$ cat src/rtl/alfr_pkg.sv
// alfr_pkg: shared widths, action codes, control structs and the seed table
// for the additive lagged-Fibonacci generator. No dependencies.
`timescale 1ns / 1ps
`default_nettype none

package alfr_pkg;

    localparam int WORD_W     = 32;
    localparam int RAND_W     = 53;
    localparam int IDX_W      = 5;
    localparam int ACT_W      = 3;
    localparam int SEED_COUNT = 31;

    // Action codes
    localparam logic [ACT_W-1:0] ACT_DRAW      = 3'd0;
    localparam logic [ACT_W-1:0] ACT_WRITE_WORD = 3'd1;
    localparam logic [ACT_W-1:0] ACT_SET_POS   = 3'd2;
    localparam logic [ACT_W-1:0] ACT_READ_WORD = 3'd3;
    localparam logic [ACT_W-1:0] ACT_READ_POS  = 3'd4;

    // Per-cycle command to every cell of the chain
    typedef struct packed {
        logic shift_one;   // rotate the chain by one place
        logic shift_two;   // advance the chain by two places after a draw
    } alfr_cell_ctrl_t;

    // Status from the position sequencer
    typedef struct packed {
        logic busy;
        logic rotate;
    } alfr_seq_stat_t;

    localparam logic [WORD_W-1:0] RESET_WORDS [SEED_COUNT] = '{
        32'h90399a31, 32'hc02432d9, 32'h31829b66, 32'hf3425da1,
        32'h81e0de3b, 32'h6fb5df0a, 32'hbc02f103, 32'h40fb48f3,
        32'he56b7449, 32'hdbb0beb1, 32'h5918ab5c, 32'h54fd9465,
        32'h680f8c2e, 32'h799feb3d, 32'he0b7b11e, 32'h6b862d43,
        32'h2e2ada67, 32'hca881588, 32'h735de369, 32'h35f7904f,
        32'h8fd6d715, 32'hf0516fa6, 32'h6b96616e, 32'hefdcac94,
        32'h3f933641, 32'hc298c622, 32'h2ab8f5a4, 32'hd77b8a88,
        32'h9d0ef5ad, 32'h220b8999, 32'h47b927fb
    };

    // Reset word of table entry i; entries past the seed list start at zero
    function automatic logic [WORD_W-1:0] seed_word(input int unsigned i);
        logic [WORD_W-1:0] w;
        w = '0;
        if (i < SEED_COUNT) w = RESET_WORDS[i];
        return w;
    endfunction

endpackage

`default_nettype wire

$ cat src/rtl/alfr_if.sv
// alfr_cmd_if and alfr_rsp_if: valid/ready channels for command beats and
// result beats. Depends on alfr_pkg.
`timescale 1ns / 1ps
`default_nettype none

interface alfr_cmd_if;
    import alfr_pkg::*;

    logic                valid;
    logic                ready;
    logic [ACT_W-1:0]    action;
    logic [IDX_W-1:0]    word_index;
    logic [WORD_W-1:0]   data_in;

    modport source (output valid, action, word_index, data_in, input ready);
    modport sink   (input valid, action, word_index, data_in, output ready);
endinterface

interface alfr_rsp_if;
    import alfr_pkg::*;

    logic                valid;
    logic                ready;
    logic [RAND_W-1:0]   random_bits;
    logic [WORD_W-1:0]   read_word;

    modport source (output valid, random_bits, read_word, input ready);
    modport sink   (input valid, random_bits, read_word, output ready);
endinterface

`default_nettype wire

$ cat src/rtl/alfr_cell.sv
// alfr_cell: one table word of the lag chain; holds, takes its neighbor's
// word, takes the word two places on, or loads a written word. Uses alfr_pkg.
`timescale 1ns / 1ps
`default_nettype none

module alfr_cell #(
    parameter logic [alfr_pkg::WORD_W-1:0] SEED = '0
) (
    input  wire                               clk,
    input  wire                               rst_n,
    input  wire  alfr_pkg::alfr_cell_ctrl_t   ctrl,
    input  wire                               wr_en,
    input  wire  [alfr_pkg::WORD_W-1:0]       wr_data,
    input  wire  [alfr_pkg::WORD_W-1:0]       near_word,
    input  wire  [alfr_pkg::WORD_W-1:0]       far_word,
    output logic [alfr_pkg::WORD_W-1:0]       word
);
    import alfr_pkg::*;

    logic [WORD_W-1:0] word_reg;
    logic [WORD_W-1:0] word_next;

    // Select the next word: write, advance two, rotate one, or hold
    always_comb
    begin
        word_next = word_reg;
        if (wr_en)
        begin
            word_next = wr_data;
        end
        else if (ctrl.shift_two)
        begin
            word_next = far_word;
        end
        else if (ctrl.shift_one)
        begin
            word_next = near_word;
        end
    end

    always_ff @(posedge clk or negedge rst_n)
    begin
        if (!rst_n)
        begin
            word_reg <= SEED;
        end
        else
        begin
            word_reg <= word_next;
        end
    end

    assign word = word_reg;

endmodule

`default_nettype wire

$ cat src/rtl/alfr_pos_seq.sv
// alfr_pos_seq: reduces a new position modulo the table size by a reciprocal
// multiply in ST_MUL and ST_REM, then steps the chain by one place a cycle
// until it is aligned. Uses alfr_pkg.
`timescale 1ns / 1ps
`default_nettype none

module alfr_pos_seq #(
    parameter int TABLE_WORDS = 31
) (
    input  wire                                   clk,
    input  wire                                   rst_n,
    input  wire                                   start,
    input  wire  [alfr_pkg::WORD_W-1:0]           data_in,
    input  wire  [$clog2(TABLE_WORDS)-1:0]        front,
    output alfr_pkg::alfr_seq_stat_t              stat
);
    import alfr_pkg::*;

    localparam int PW     = $clog2(TABLE_WORDS);
    localparam int SH     = WORD_W + PW;
    localparam int PROD_W = 2 * WORD_W + 1;
    localparam int QUOT_W = PROD_W - SH;

    // Reciprocal of the table size scaled by 2^SH, rounded up; exact quotient
    // for every 32-bit dividend
    localparam logic [63:0] RECIP_FULL =
        ((64'd1 << SH) + 64'(TABLE_WORDS - 1)) / 64'(TABLE_WORDS);
    localparam logic [WORD_W:0] RECIP = RECIP_FULL[WORD_W:0];

    localparam logic [1:0] ST_IDLE = 2'd0;
    localparam logic [1:0] ST_MUL  = 2'd1;
    localparam logic [1:0] ST_REM  = 2'd2;
    localparam logic [1:0] ST_ROT  = 2'd3;

    logic [1:0]           state_reg;
    logic [1:0]           state_next;
    logic [WORD_W-1:0]    bits_reg;
    logic [WORD_W-1:0]    bits_next;
    logic [PROD_W-1:0]    prod_reg;
    logic [PROD_W-1:0]    prod_next;
    logic [PW-1:0]        rem_reg;
    logic [PW-1:0]        rem_next;
    logic [QUOT_W-1:0]    quot;

    // Quotient of the captured position by the table size
    assign quot = prod_reg[PROD_W-1:SH];

    always_comb
    begin
        state_next = state_reg;
        bits_next  = bits_reg;
        prod_next  = prod_reg;
        rem_next   = rem_reg;
        case (state_reg)
            ST_IDLE:
            begin
                if (start)
                begin
                    state_next = ST_MUL;
                    bits_next  = data_in;
                end
            end
            ST_MUL:
            begin
                prod_next  = PROD_W'(bits_reg) * PROD_W'(RECIP);
                state_next = ST_REM;
            end
            ST_REM:
            begin
                // Remainder is below the table size, so its low bits suffice
                rem_next   = bits_reg[PW-1:0] - quot[PW-1:0] * PW'(TABLE_WORDS);
                state_next = ST_ROT;
            end
            ST_ROT:
            begin
                if (front == rem_reg)
                begin
                    state_next = ST_IDLE;
                end
            end
            default:
            begin
                state_next = ST_IDLE;
            end
        endcase
    end

    always_ff @(posedge clk or negedge rst_n)
    begin
        if (!rst_n)
        begin
            state_reg <= ST_IDLE;
        end
        else
        begin
            state_reg <= state_next;
        end
    end

    // Datapath registers
    always_ff @(posedge clk)
    begin
        bits_reg <= bits_next;
        prod_reg <= prod_next;
        rem_reg  <= rem_next;
    end

    assign stat.busy   = (state_reg != ST_IDLE);
    assign stat.rotate = (state_reg == ST_ROT) && (front != rem_reg);

endmodule

`default_nettype wire

$ cat src/rtl/additive_lagged_fibonacci_rng.sv
// Channel  Dir  Payload                          Notes
// cmd      in   action, word_index, data_in      one beat per action
// rsp      out  random_bits, read_word           one beat per accepted cmd beat
//
// A draw per cycle is sustained while neither a set position nor a full skid
// entry holds cmd off, the two lag adders sitting in front of a chain of word
// cells. Set position holds cmd off after its beat while the remainder is
// formed by reciprocal multiply, then the chain rotates one place a cycle
// until it is seen aligned.
// Reset loads the seed words into the cells at once; no clearing pass.
// A two-entry output buffer keeps cmd open while one rsp beat is stalled.
//
// Top level of the additive lagged-Fibonacci generator.
// Depends on alfr_pkg, alfr_if, alfr_cell and alfr_pos_seq.
`timescale 1ns / 1ps
`default_nettype none

module additive_lagged_fibonacci_rng #(
    parameter int TABLE_WORDS    = 31,
    parameter int LAG_SEPARATION = 3
) (
    input  wire          clk,
    input  wire          rst_n,
    alfr_cmd_if.sink     cmd,
    alfr_rsp_if.source   rsp
);
    import alfr_pkg::*;

    localparam int PW   = $clog2(TABLE_WORDS);
    localparam int AW   = ((PW > IDX_W) ? PW : IDX_W) + 1;
    localparam int LAG  = LAG_SEPARATION % TABLE_WORDS;
    localparam int IDX2 = (1 + LAG) % TABLE_WORDS;

    logic [WORD_W-1:0]  cell_word [TABLE_WORDS];
    alfr_cell_ctrl_t    cell_ctrl;
    alfr_seq_stat_t     seq_stat;

    logic [PW-1:0]      front_reg;
    logic [PW-1:0]      front_next;
    logic [PW:0]        front_inc1;
    logic [PW:0]        front_inc2;
    logic [PW-1:0]      front_adv1;
    logic [PW-1:0]      front_adv2;

    logic               cmd_fire;
    logic               rsp_fire;
    logic               is_draw;
    logic               is_write;

    logic [WORD_W-1:0]  sum1;
    logic [WORD_W-1:0]  sum2;
    logic [WORD_W-1:0]  sum2_rhs;

    logic [AW-1:0]      idx_ext;
    logic [AW-1:0]      rel_raw;
    logic [AW-1:0]      rel_mod;
    logic [PW-1:0]      rel_idx;
    logic               idx_ok;

    logic [RAND_W-1:0]  res_bits;
    logic [WORD_W-1:0]  res_word;

    logic               out_valid_reg;
    logic               out_valid_next;
    logic               skid_valid_reg;
    logic               skid_valid_next;
    logic               load_out;
    logic               load_skid;
    logic               move_skid;
    logic [RAND_W-1:0]  out_bits_reg;
    logic [WORD_W-1:0]  out_word_reg;
    logic [RAND_W-1:0]  skid_bits_reg;
    logic [WORD_W-1:0]  skid_word_reg;

    // Handshake
    assign cmd.ready = !seq_stat.busy && !skid_valid_reg;
    assign cmd_fire  = cmd.valid && cmd.ready;
    assign rsp_fire  = out_valid_reg && rsp.ready;
    assign is_draw   = cmd_fire && (cmd.action == ACT_DRAW);
    assign is_write  = cmd_fire && (cmd.action == ACT_WRITE_WORD) && idx_ok;

    // Two lag steps; cell 0 always holds the word at the front pointer
    assign sum1     = cell_word[0] + cell_word[LAG];
    assign sum2_rhs = (IDX2 == 0) ? sum1 : cell_word[IDX2];
    assign sum2     = cell_word[1] + sum2_rhs;

    // Map an absolute table index onto its cell
    assign idx_ext = AW'(cmd.word_index);
    assign idx_ok  = idx_ext < AW'(TABLE_WORDS);
    assign rel_raw = idx_ext + AW'(TABLE_WORDS) - AW'(front_reg);
    assign rel_mod = (rel_raw >= AW'(TABLE_WORDS)) ? rel_raw - AW'(TABLE_WORDS) : rel_raw;
    assign rel_idx = rel_mod[PW-1:0];

    assign cell_ctrl.shift_two = is_draw;
    assign cell_ctrl.shift_one = seq_stat.rotate;

    // Chain of cells: neighbor one place on for rotation, two places on for a
    // draw, with the two new sums entering at the tail
    for (genvar i = 0; i < TABLE_WORDS; i++)
    begin : g_cell
        logic [WORD_W-1:0] near_word;
        logic [WORD_W-1:0] far_word;

        if (i == TABLE_WORDS - 1)
        begin : g_tail
            assign near_word = cell_word[0];
            assign far_word  = sum2;
        end
        else if (i == TABLE_WORDS - 2)
        begin : g_pre_tail
            assign near_word = cell_word[i+1];
            assign far_word  = sum1;
        end
        else
        begin : g_body
            assign near_word = cell_word[i+1];
            assign far_word  = cell_word[i+2];
        end

        alfr_cell #(
            .SEED (seed_word(i))
        ) u_cell (
            .clk       (clk),
            .rst_n     (rst_n),
            .ctrl      (cell_ctrl),
            .wr_en     (is_write && (rel_idx == PW'(i))),
            .wr_data   (cmd.data_in),
            .near_word (near_word),
            .far_word  (far_word),
            .word      (cell_word[i])
        );
    end

    alfr_pos_seq #(
        .TABLE_WORDS (TABLE_WORDS)
    ) u_pos_seq (
        .clk     (clk),
        .rst_n   (rst_n),
        .start   (cmd_fire && (cmd.action == ACT_SET_POS)),
        .data_in (cmd.data_in),
        .front   (front_reg),
        .stat    (seq_stat)
    );

    // Advance the front pointer by one or two places, wrapping at the table size
    assign front_inc1 = (PW+1)'(front_reg) + (PW+1)'(1);
    assign front_inc2 = (PW+1)'(front_reg) + (PW+1)'(2);
    assign front_adv1 = (front_inc1 >= (PW+1)'(TABLE_WORDS))
                        ? PW'(front_inc1 - (PW+1)'(TABLE_WORDS)) : front_inc1[PW-1:0];
    assign front_adv2 = (front_inc2 >= (PW+1)'(TABLE_WORDS))
                        ? PW'(front_inc2 - (PW+1)'(TABLE_WORDS)) : front_inc2[PW-1:0];

    always_comb
    begin
        front_next = front_reg;
        if (is_draw)
        begin
            front_next = front_adv2;
        end
        else if (seq_stat.rotate)
        begin
            front_next = front_adv1;
        end
    end

    always_ff @(posedge clk or negedge rst_n)
    begin
        if (!rst_n)
        begin
            front_reg <= '0;
        end
        else
        begin
            front_reg <= front_next;
        end
    end

    // Form the result beat of the accepted action
    always_comb
    begin
        res_bits = '0;
        res_word = '0;
        case (cmd.action)
            ACT_DRAW:
            begin
                res_bits = {sum1, 1'b0, sum2[WORD_W-1:12]};
            end
            ACT_READ_WORD:
            begin
                if (idx_ok) res_word = cell_word[rel_idx];
            end
            ACT_READ_POS:
            begin
                res_word = WORD_W'(front_reg);
            end
            default:
            begin
                res_word = '0;
            end
        endcase
    end

    // Output register with a skid entry behind it
    always_comb
    begin
        out_valid_next  = out_valid_reg;
        skid_valid_next = skid_valid_reg;
        load_out        = 1'b0;
        load_skid       = 1'b0;
        move_skid       = 1'b0;
        if (rsp_fire)
        begin
            if (skid_valid_reg)
            begin
                move_skid       = 1'b1;
                skid_valid_next = 1'b0;
            end
            else
            begin
                out_valid_next = 1'b0;
            end
        end
        if (cmd_fire)
        begin
            if (!out_valid_reg || rsp_fire)
            begin
                load_out       = 1'b1;
                out_valid_next = 1'b1;
            end
            else
            begin
                load_skid       = 1'b1;
                skid_valid_next = 1'b1;
            end
        end
    end

    always_ff @(posedge clk or negedge rst_n)
    begin
        if (!rst_n)
        begin
            out_valid_reg  <= 1'b0;
            skid_valid_reg <= 1'b0;
        end
        else
        begin
            out_valid_reg  <= out_valid_next;
            skid_valid_reg <= skid_valid_next;
        end
    end

    always_ff @(posedge clk)
    begin
        if (load_out)
        begin
            out_bits_reg <= res_bits;
            out_word_reg <= res_word;
        end
        else if (move_skid)
        begin
            out_bits_reg <= skid_bits_reg;
            out_word_reg <= skid_word_reg;
        end
        if (load_skid)
        begin
            skid_bits_reg <= res_bits;
            skid_word_reg <= res_word;
        end
    end

    assign rsp.valid       = out_valid_reg;
    assign rsp.random_bits = out_bits_reg;
    assign rsp.read_word   = out_word_reg;

    // The skid entry is only ever filled behind a waiting output beat
    a_skid_behind_out: assert property (@(posedge clk) disable iff (!rst_n)
        skid_valid_reg |-> out_valid_reg)
        else $error("skid entry valid without a valid output beat");

    // The front pointer stays inside the table
    a_front_range: assert property (@(posedge clk) disable iff (!rst_n)
        (PW+1)'(front_reg) < (PW+1)'(TABLE_WORDS))
        else $error("front pointer outside the table");

    // A set-position beat holds off cmd while the sequencer works
    a_setpos_busy: assert property (@(posedge clk) disable iff (!rst_n)
        (cmd_fire && (cmd.action == ACT_SET_POS)) |=> (seq_stat.busy && !cmd.ready))
        else $error("sequencer idle after a set-position beat");

    // Rotation never overlaps a draw
    a_rotate_no_draw: assert property (@(posedge clk) disable iff (!rst_n)
        seq_stat.rotate |-> (seq_stat.busy && !cmd_fire))
        else $error("chain rotation while a command beat is taken");

endmodule

`default_nettype wire
$ cat src/flat_wrapper.sv
// flat-port wrapper written by rule: the top's interface ports become plain ports
module additive_lagged_fibonacci_rng_flat import alfr_pkg::*;
#(
    parameter int TABLE_WORDS    = 31,
    parameter int LAG_SEPARATION = 3
)
  (clk, rst_n, cmd_valid, cmd_action, cmd_word_index, cmd_data_in, cmd_ready, rsp_valid, rsp_random_bits, rsp_read_word, rsp_ready);
  alfr_cmd_if cmd_i ();
  alfr_rsp_if rsp_i ();
  input  wire clk;
  input  wire rst_n;
  input wire logic [$bits(cmd_i.valid)-1:0] cmd_valid;
  input wire logic [$bits(cmd_i.action)-1:0] cmd_action;
  input wire logic [$bits(cmd_i.word_index)-1:0] cmd_word_index;
  input wire logic [$bits(cmd_i.data_in)-1:0] cmd_data_in;
  output wire logic [$bits(cmd_i.ready)-1:0] cmd_ready;
  output wire logic [$bits(rsp_i.valid)-1:0] rsp_valid;
  output wire logic [$bits(rsp_i.random_bits)-1:0] rsp_random_bits;
  output wire logic [$bits(rsp_i.read_word)-1:0] rsp_read_word;
  input wire logic [$bits(rsp_i.ready)-1:0] rsp_ready;
  assign cmd_i.valid = cmd_valid;
  assign cmd_i.action = cmd_action;
  assign cmd_i.word_index = cmd_word_index;
  assign cmd_i.data_in = cmd_data_in;
  assign cmd_ready = cmd_i.ready;
  assign rsp_valid = rsp_i.valid;
  assign rsp_random_bits = rsp_i.random_bits;
  assign rsp_read_word = rsp_i.read_word;
  assign rsp_i.ready = rsp_ready;
  additive_lagged_fibonacci_rng #(.TABLE_WORDS(TABLE_WORDS), .LAG_SEPARATION(LAG_SEPARATION)) u_core (.clk(clk), .rst_n(rst_n), .cmd(cmd_i), .rsp(rsp_i));
endmodule
$ cat config.mk
export PLATFORM = sky130hd
export DESIGN_NAME = additive_lagged_fibonacci_rng_flat
export DESIGN_NICKNAME = d
export VERILOG_FILES = /design/src/rtl/alfr_pkg.sv /design/src/rtl/alfr_if.sv /design/src/rtl/alfr_cell.sv /design/src/rtl/alfr_pos_seq.sv /design/src/rtl/additive_lagged_fibonacci_rng.sv /design/src/flat_wrapper.sv
export SDC_FILE = /design/constraint.sdc
export NUM_CORES = 2
export LEC_CHECK = 0
export BUFFER_PORTS_ARGS = -buffer_cell sky130_fd_sc_hd__buf_2
export CAP_MARGIN = 20
export CORE_MARGIN = 4
export CORE_UTILIZATION = 45
export DETAILED_ROUTE_END_ITERATION = 12
export HOLD_SLACK_MARGIN = 0.02
export SLEW_MARGIN = 20
export SYNTH_ARGS = -nofsm -noshare
export SYNTH_HDL_FRONTEND = slang
export SYNTH_SLANG_ARGS = --single-unit
$ cat constraint.sdc
create_clock -name clk -period 5.45 [get_ports clk]
set_input_delay 1.09 -clock clk [delete_from_list [all_inputs] [get_ports clk]]
set_output_delay 1.09 -clock clk [all_outputs]
set_load 0.005 [all_outputs]
-- After elaboration in Yosys (flattened, before gate mapping)
Cells that the tools add are included.
- logic and storage cells: 307
- bits in registers: 1250
- memories: 0
- bits in read-only memories: 0
- bits in latches: 0
- memory bits (writable): 0
- shift-type cells: 0
- divide/modulo/power cells: 0
- multipliers: 2
- magnitude comparators: 5
- muxes and demuxes: 124
- bitwise operators: 1
- equal/unequal tests: 41
- reduce and logical (&&, ||, !) cells: 82
- add/subtract/negate cells: 10
- operators by type and width (operator ; count):
    two-way mux 32 bit ; 98
    binary-select mux 32 bit (select 5 bit) ; 1
    two-way mux 53 bit ; 3
    nonzero test 3 bit ; 31
    == test 5 bit, second input constant ; 15
    adder 32 bit ; 2
    one-hot mux 32 bit (2 select lines) ; 1
    multiplier 32 x 33 -> 42 bit, second input constant ; 1
    == test 5 x 4 -> 1 bit, second input constant ; 8
    logical AND 1 bit ; 39
    two-way mux 5 bit ; 5
    == test 5 x 3 -> 1 bit, second input constant ; 4
    greater-or-equal comparator 6 x 5 -> 1 bit, second input constant ; 3
    subtractor 5 bit, second input constant ; 3
    two-way mux 1 bit ; 13
    == test 5 x 2 -> 1 bit, second input constant ; 2
    one-hot mux 2 bit (4 select lines) ; 1
    adder 5 x 1 -> 6 bit, second input constant ; 1
    adder 5 x 2 -> 6 bit, second input constant ; 1
    adder 5 x 5 -> 6 bit, second input constant ; 1
    == test 3 x 2 -> 1 bit, second input constant ; 2
    greater-or-equal comparator 6 bit, second input constant ; 1
    inverter 5 -> 6 bit ; 1
    nonzero test 2 bit ; 3
    other kinds (19) ; 25

-- Logic depth before layout (Yosys ltp)
- word-level depth: 11
- gate-level depth with buffers: 23
- gate-level depth less buffers: 23

-- By module
A second synthesis with hierarchy kept.
- cell total of the unflattened synthesis: 8578
- area, all modules: 86584.3 um^2
- modules (own cells, without submodules) (module ; times used ; cells each ; area each (um^2) ; sequential area each (um^2)):
    additive_lagged_fibonacci_rng ; 1 ; 2226 ; 19984.2 ; 5220.0
    alfr_cell (u_core.g_cell[11].u_cell ...) ; 7 ; 181 ; 1896.8 ; 822.0
    alfr_cell (u_core.g_cell[18].u_cell ...) ; 5 ; 181 ; 1899.3 ; 824.5
    alfr_cell (u_core.g_cell[24].u_cell ...) ; 5 ; 181 ; 1895.6 ; 820.8
    alfr_pos_seq ; 1 ; 741 ; 7826.3 ; 1311.3
    alfr_cell (u_core.g_cell[1].u_cell ...) ; 3 ; 181 ; 1890.6 ; 815.8
    alfr_cell (u_core.g_cell[30].u_cell ...) ; 2 ; 181 ; 1900.6 ; 825.8
    alfr_cell (u_core.g_cell[10].u_cell ...) ; 2 ; 181 ; 1894.3 ; 819.5
    alfr_cell (u_core.g_cell[12].u_cell ...) ; 2 ; 181 ; 1893.1 ; 818.3
    alfr_cell (u_core.g_cell[0].u_cell ...) ; 2 ; 181 ; 1891.8 ; 817.0
    alfr_cell (u_core.g_cell[13].u_cell) ; 1 ; 181 ; 1903.1 ; 828.3
    alfr_cell (u_core.g_cell[19].u_cell) ; 1 ; 181 ; 1898.1 ; 823.3
    alfr_cell (u_core.g_cell[17].u_cell) ; 1 ; 181 ; 1889.3 ; 814.5

-- Worst setup path after synthesis
No wires, ideal clock.
- kind: input to register
- start: input port cmd_valid
- end: register u_core.out_bits_reg[0] (netlist: u_core.rsp.random_bits[0]) (enable)
- path buffers: 1
- path slack: -0.514 ns
- data arrival time: 5.410 ns
- stages on the path: 3
- cells stage by stage: nand2_1 clkbuf_1 a21oi_1
- cells in the longest elaborated chain, start to end: 3
- ends and longest elaborated chain (item ; line ; source):
    from (decl) ; flat_wrapper.sv:12 ; input wire logic [$bits(cmd_i.valid)-1:0] cmd_valid;
    logical AND 1 bit ; additive_lagged_fibonacci_rng.sv:77 ; assign cmd_fire = cmd.valid && cmd.ready;
    two-way mux 1 bit ; additive_lagged_fibonacci_rng.sv:223 ; if (cmd_fire)
    nonzero test 2 bit (no line) ; - ;
    to (signal assigned) ; additive_lagged_fibonacci_rng.sv:256 ; out_bits_reg <= res_bits;
    to (signal assigned) ; additive_lagged_fibonacci_rng.sv:261 ; out_bits_reg <= skid_bits_reg;
    to (decl) ; additive_lagged_fibonacci_rng.sv:70 ; logic [RAND_W-1:0] out_bits_reg;
Every way passes these cells.
A chain may end at the register's enable or synchronous reset.

-- Worst setup path in the final report
- start: register u_core.u_pos_seq.bits_reg[30]
- end: register u_core.u_pos_seq.prod_reg[40], data pin
- cells in the longest elaborated chain, start to end: 1
- ends and longest elaborated chain (item ; line ; source):
    from (decl) ; alfr_pos_seq.sv:37 ; logic [WORD_W-1:0] bits_reg;
    from (signal assigned) ; alfr_pos_seq.sv:103 ; bits_reg <= bits_next;
    multiplier 32 x 33 -> 42 bit ; alfr_pos_seq.sv:65 ; prod_next = PROD_W'(bits_reg) * PROD_W'(RECIP);
    to (signal assigned) ; alfr_pos_seq.sv:104 ; prod_reg <= prod_next;
    to (decl) ; alfr_pos_seq.sv:39 ; logic [PROD_W-1:0] prod_reg;
Every way passes these cells.

==> flow_results.org <==
** Run status
- The run finished with clean final reports.

** Pwr
- IR Drop Worst-Case VDD :: between 0.7 and 0.8 mV
- For this design the ratio of total power to cell area is 696 nW/µm².
- Total power after layout :: 63,700 µW
- Leakage :: 0.0356 µW

** Critical path
- The endpoint identified for the worst register-to-register timing path is u_core.u_pos_seq.prod_reg[40].
- Cell count of the worst reg-to-reg path :: 20
- STA classifies the critical path startpoint as a register.
- The startpoint identified for the worst register-to-register timing path is u_core.u_pos_seq.bits_reg[30].
- STA puts the critical path data required time at 6100 ps.
- The worst setup path is of the register to register kind.
- At the worst endpoint, the arrival time is roughly 6000 ps.
- Highest net fanout along the worst path :: 3
- CP endpoint kind :: register
- The worst register-to-register path has a setup slack of 130 ps.

** Route
- The detail route stage leaves a number of antenna-violating nets equal to 0.
- The final layout contains routed wiring with a total length of 346 mm.
- In this run, the number of DRC markers left after iteration 0 of detailed routing was 10,100.
- After detailed routing, the number of vias per cell comes to ~6.3.
- Total vias in the final route :: around 80,000
- For this run, the detailed router's first-pass iteration total came to 8.
- In the routed design, unresolved DRC markers number 0.
- Dividing the detail-routed wire length by the instance count gives between 20 and 30 µm.

** STA
- For the pin with the worst max-slew slack, the measured transition is around 1200 ps.
- Setup Viol. Count Final :: 0
- Measured against its own limit, the worst slew margin works out to 19.0%.
- Maximum operating frequency :: roughly 190 MHz
- Share of the clock period used by the worst path after layout :: between 90% and 100%
- The count of final max-slew check failures is 0.
- In the final timing run, aggregate negative setup slack is 0 ps.
- Number of failing hold endpoints at the final stage :: 0
- Post-layout min period :: 5320 ps
- Worst Setup Slack, final :: around 130 ps
- Unrepaired setup endpoints after global routing :: true
- Final worst clock skew :: ~30 ps

** Clock tree
- TritonCTS clock tree :: yes
- CTS max path bufs :: 3
- Cell at the root of the clock tree :: sky130_fd_sc_hd__clkbuf_16
- Source-to-sink clock delay at the later pin of the worst-skew pair :: 840 ps
- Counting every sink on the clock net gives 1,211.
- H-tree levels :: 4
- The number of clock buffers added by TritonCTS is 149.
- Clock-pin slew was measured on the worst setup and hold paths at 70 ps.

** Synth
- Syn Area/Cell :: 7.48 µm²
- The number of nets handed over by synthesis was between 10,000 and 15,000.
- Number of enable-type register cells in the synthesized netlist :: 210
- After synthesis, the share of flip-flops with an asynchronous set or reset is roughly 83%.
- After synthesis the netlist holds a flip-flop and latch count of 1,211.
- Sequential area share after synthesis :: 38.9%
- The most used flip-flop cell after synthesis is sky130_fd_sc_hd__dfstp_2.
- Unique masters post-synth :: 92
- During synthesis, Yosys emitted a total of 0 warnings.
- Post-synth design cell area :: 82,200 µm²
- Of the post-synthesis cell area, the dominant cell type holds 16.1%.
- sky130_fd_sc_hd__dfstp_2 takes more of the synthesized area than any other cell.
- Synthesis handed over a netlist of 11,000 instances.
- By area the synthesized netlist is led by sky130_fd_sc_hd__dfstp_2 (16%), sky130_fd_sc_hd__dfrtp_1 (15%), sky130_fd_sc_hd__nand2_1 (15%).

** Floorplan
- After floorplanning, the core was sized to cover between 150,000 and 200,000 µm².
- The floorplan step set the die width to 436 µm.
- The die covers 190,000 µm².
- Count of standard-cell rows :: about 160
- Initial standard-cell utilization of the core :: 45.4%
- Ports :: 131
- The floorplan step set the die height to 436 µm.

** Global routing
- The via count of the first global-routing pass was 76,000.
- Initial antenna violation count :: 30
- Global routing consumed, over all layers together, between 30% and 40% of the routing resources.
- After global routing the overflow that remains totals 0.
- Entering global routing, the biggest net connects 231 pins.
- The first global-routing pass estimated roughly 510 mm of wire.

** Run
- Across the run, the number of max-cap violations was 0.

** Cells and area
- Nets :: 11,100
- The library cell used most frequently in the layout, excluding fill and tap cells, is sky130_fd_sc_hd__nand2_1.
- Non-filler instance count after layout :: 13,200
- Number of flip-flops under the largest register name :: 992
- The library cells used most frequently in the layout, excluding fill and tap cells, are sky130_fd_sc_hd__nand2_1 (3,285), sky130_fd_sc_hd__a21oi_1 (2,055), sky130_fd_sc_hd__o21ai_0 (1,205).
- Of the cells placed in the final design, the portion with a size suffix greater than 1 is 12.3%.
- Compared with the post-synthesis result, the final layout area differs by 11.2%.

** Place
- HPWL after DPL :: 222 mm
- After detailed placement, the design holds a cell count of 12,800.
- DP Worst Slack :: -114 ps
- Last weighted congestion value of the routability-driven placer :: 0.977
- Input and output buffers added on the ports amount to 129.

** Worst hold path
- Hold WC Path Type :: input pin to asynchronous set/reset pin
-- kinds of logic (layout without fill, tap and decap cells) --
logic type | count (synthesis) | count (layout) | share of synthesized area [%]
and+or+nand+nor | 4003 | 4003 | 20.0
xor gates and xnor gates | 79 | 79 | 0.850
adders and majority gates | 378 | 378 | 6.72
AOI/OAI and AO/OA | 4006 | 4006 | 26.7
muxes | 78 | 78 | 0.989
DFF | 1211 | 1211 | 38.9
buffers and inverters | 1245 | 1002 | 5.82
other | 1 | 31 | 0.00456
-- where the power goes --
part,switching (µW),leakage [µW],internal (µW)
Clock,4350,0.00239,5920
Sequential,4250,0.0138,14000
Combinational,23300,0.0195,11900
Total,31900,0.0356,31800
-- how the worst max path moves through the flow --
| stage | startpoint | end | slack [ps] | cells past startpoint |
|---|---|---|---|---|
| floorplan | cmd_valid | u_core.skid_bits_reg[0] | 10 | 3 |
| global placement | u_core.u_pos_seq.bits_reg[28] | u_core.u_pos_seq.prod_reg[40] | -90 | 20 |
| detailed placement | u_core.u_pos_seq.bits_reg[30] | u_core.u_pos_seq.prod_reg[40] | -110 | 20 |
| CTS | u_core.u_pos_seq.bits_reg[30] | u_core.u_pos_seq.prod_reg[40] | 10 | 20 |
| global route | u_core.u_pos_seq.bits_reg[29] | u_core.u_pos_seq.prod_reg[40] | -30 | 18 |
| finish | u_core.u_pos_seq.bits_reg[30] | u_core.u_pos_seq.prod_reg[40] | 130 | 20 |
-- metrics by stage --
stage	area (µm²)	utilization [%]	hold slack, ps
final	91500	50.5	360
after global routing	91500	50.5	385
after global placement	86300	47.6	492
after CTS	91300	50.3	370
after detailed placement	86300	47.6	499
after floorplan	82300	-	484
-- Yosys cell counts, drive strengths merged, types with 29 or more instances --
| cell type | instances |
|---|---|
| nand2 | 3290 |
| a21oi | 2062 |
| o21ai | 1264 |
| clkbuf | 873 |
| dfstp | 505 |
| dfrtp | 496 |
| a211oi | 323 |
| and3 | 318 |
| ha | 272 |
| inv | 260 |
| edfxtp | 210 |
| nor2 | 139 |
| buf | 112 |
| fa | 106 |
| nand3 | 85 |
| mux2i | 61 |
| a31oi | 49 |
| xnor2 | 47 |
| a21o | 45 |
| a22oi | 33 |
| xor2 | 32 |
| nor3 | 31 |
| o22ai | 29 |
-- per-layer routing --
layer  wire [µm]  track usage [%]
met1      138000             46.3
met2      151000             53.1
met3       30800             6.35
met4       26300             23.2
met5          70                0
-- layout make-up --
cell class                 count  area [µm²]
clock buffer                 227        4220
multi-input combinational   8545       46100
clock inverter                51         691
fill                       17200       89800
tap                         2370        2970
inverter                     260         976
antenna                       30        75.1
sequential                  1211       32000
timing repair buffer         464        4510
-- worst max-delay path, stage by stage (launching register included) --
cell                       delay, ps
sky130_fd_sc_hd__edfxtp_1        440
sky130_fd_sc_hd__ha_4            290
sky130_fd_sc_hd__inv_2            30
sky130_fd_sc_hd__fa_1            510
sky130_fd_sc_hd__inv_2            50
sky130_fd_sc_hd__fa_2            560
sky130_fd_sc_hd__inv_2            40
sky130_fd_sc_hd__fa_2            380
sky130_fd_sc_hd__fa_1            530
sky130_fd_sc_hd__inv_2            50
sky130_fd_sc_hd__fa_2            400
sky130_fd_sc_hd__ha_4            180
sky130_fd_sc_hd__ha_4            210
sky130_fd_sc_hd__a21o_1          170
sky130_fd_sc_hd__a21o_1          160
sky130_fd_sc_hd__a21oi_2         160
sky130_fd_sc_hd__o21bai_1         90
sky130_fd_sc_hd__a21o_1          160
sky130_fd_sc_hd__a21o_1          190
sky130_fd_sc_hd__or4_4           490
sky130_fd_sc_hd__o311ai_2         80
-- what timing repair did --
action	4_1_cts	5_1_grt
endpoints found under the setup margin	2	5
gates resized for setup	9	24
cloned	0	0
hold buffers	0	0
pin swaps	8	22
buffers inserted	0	4
Note: power is estimated with default switching activity, not from simulation.
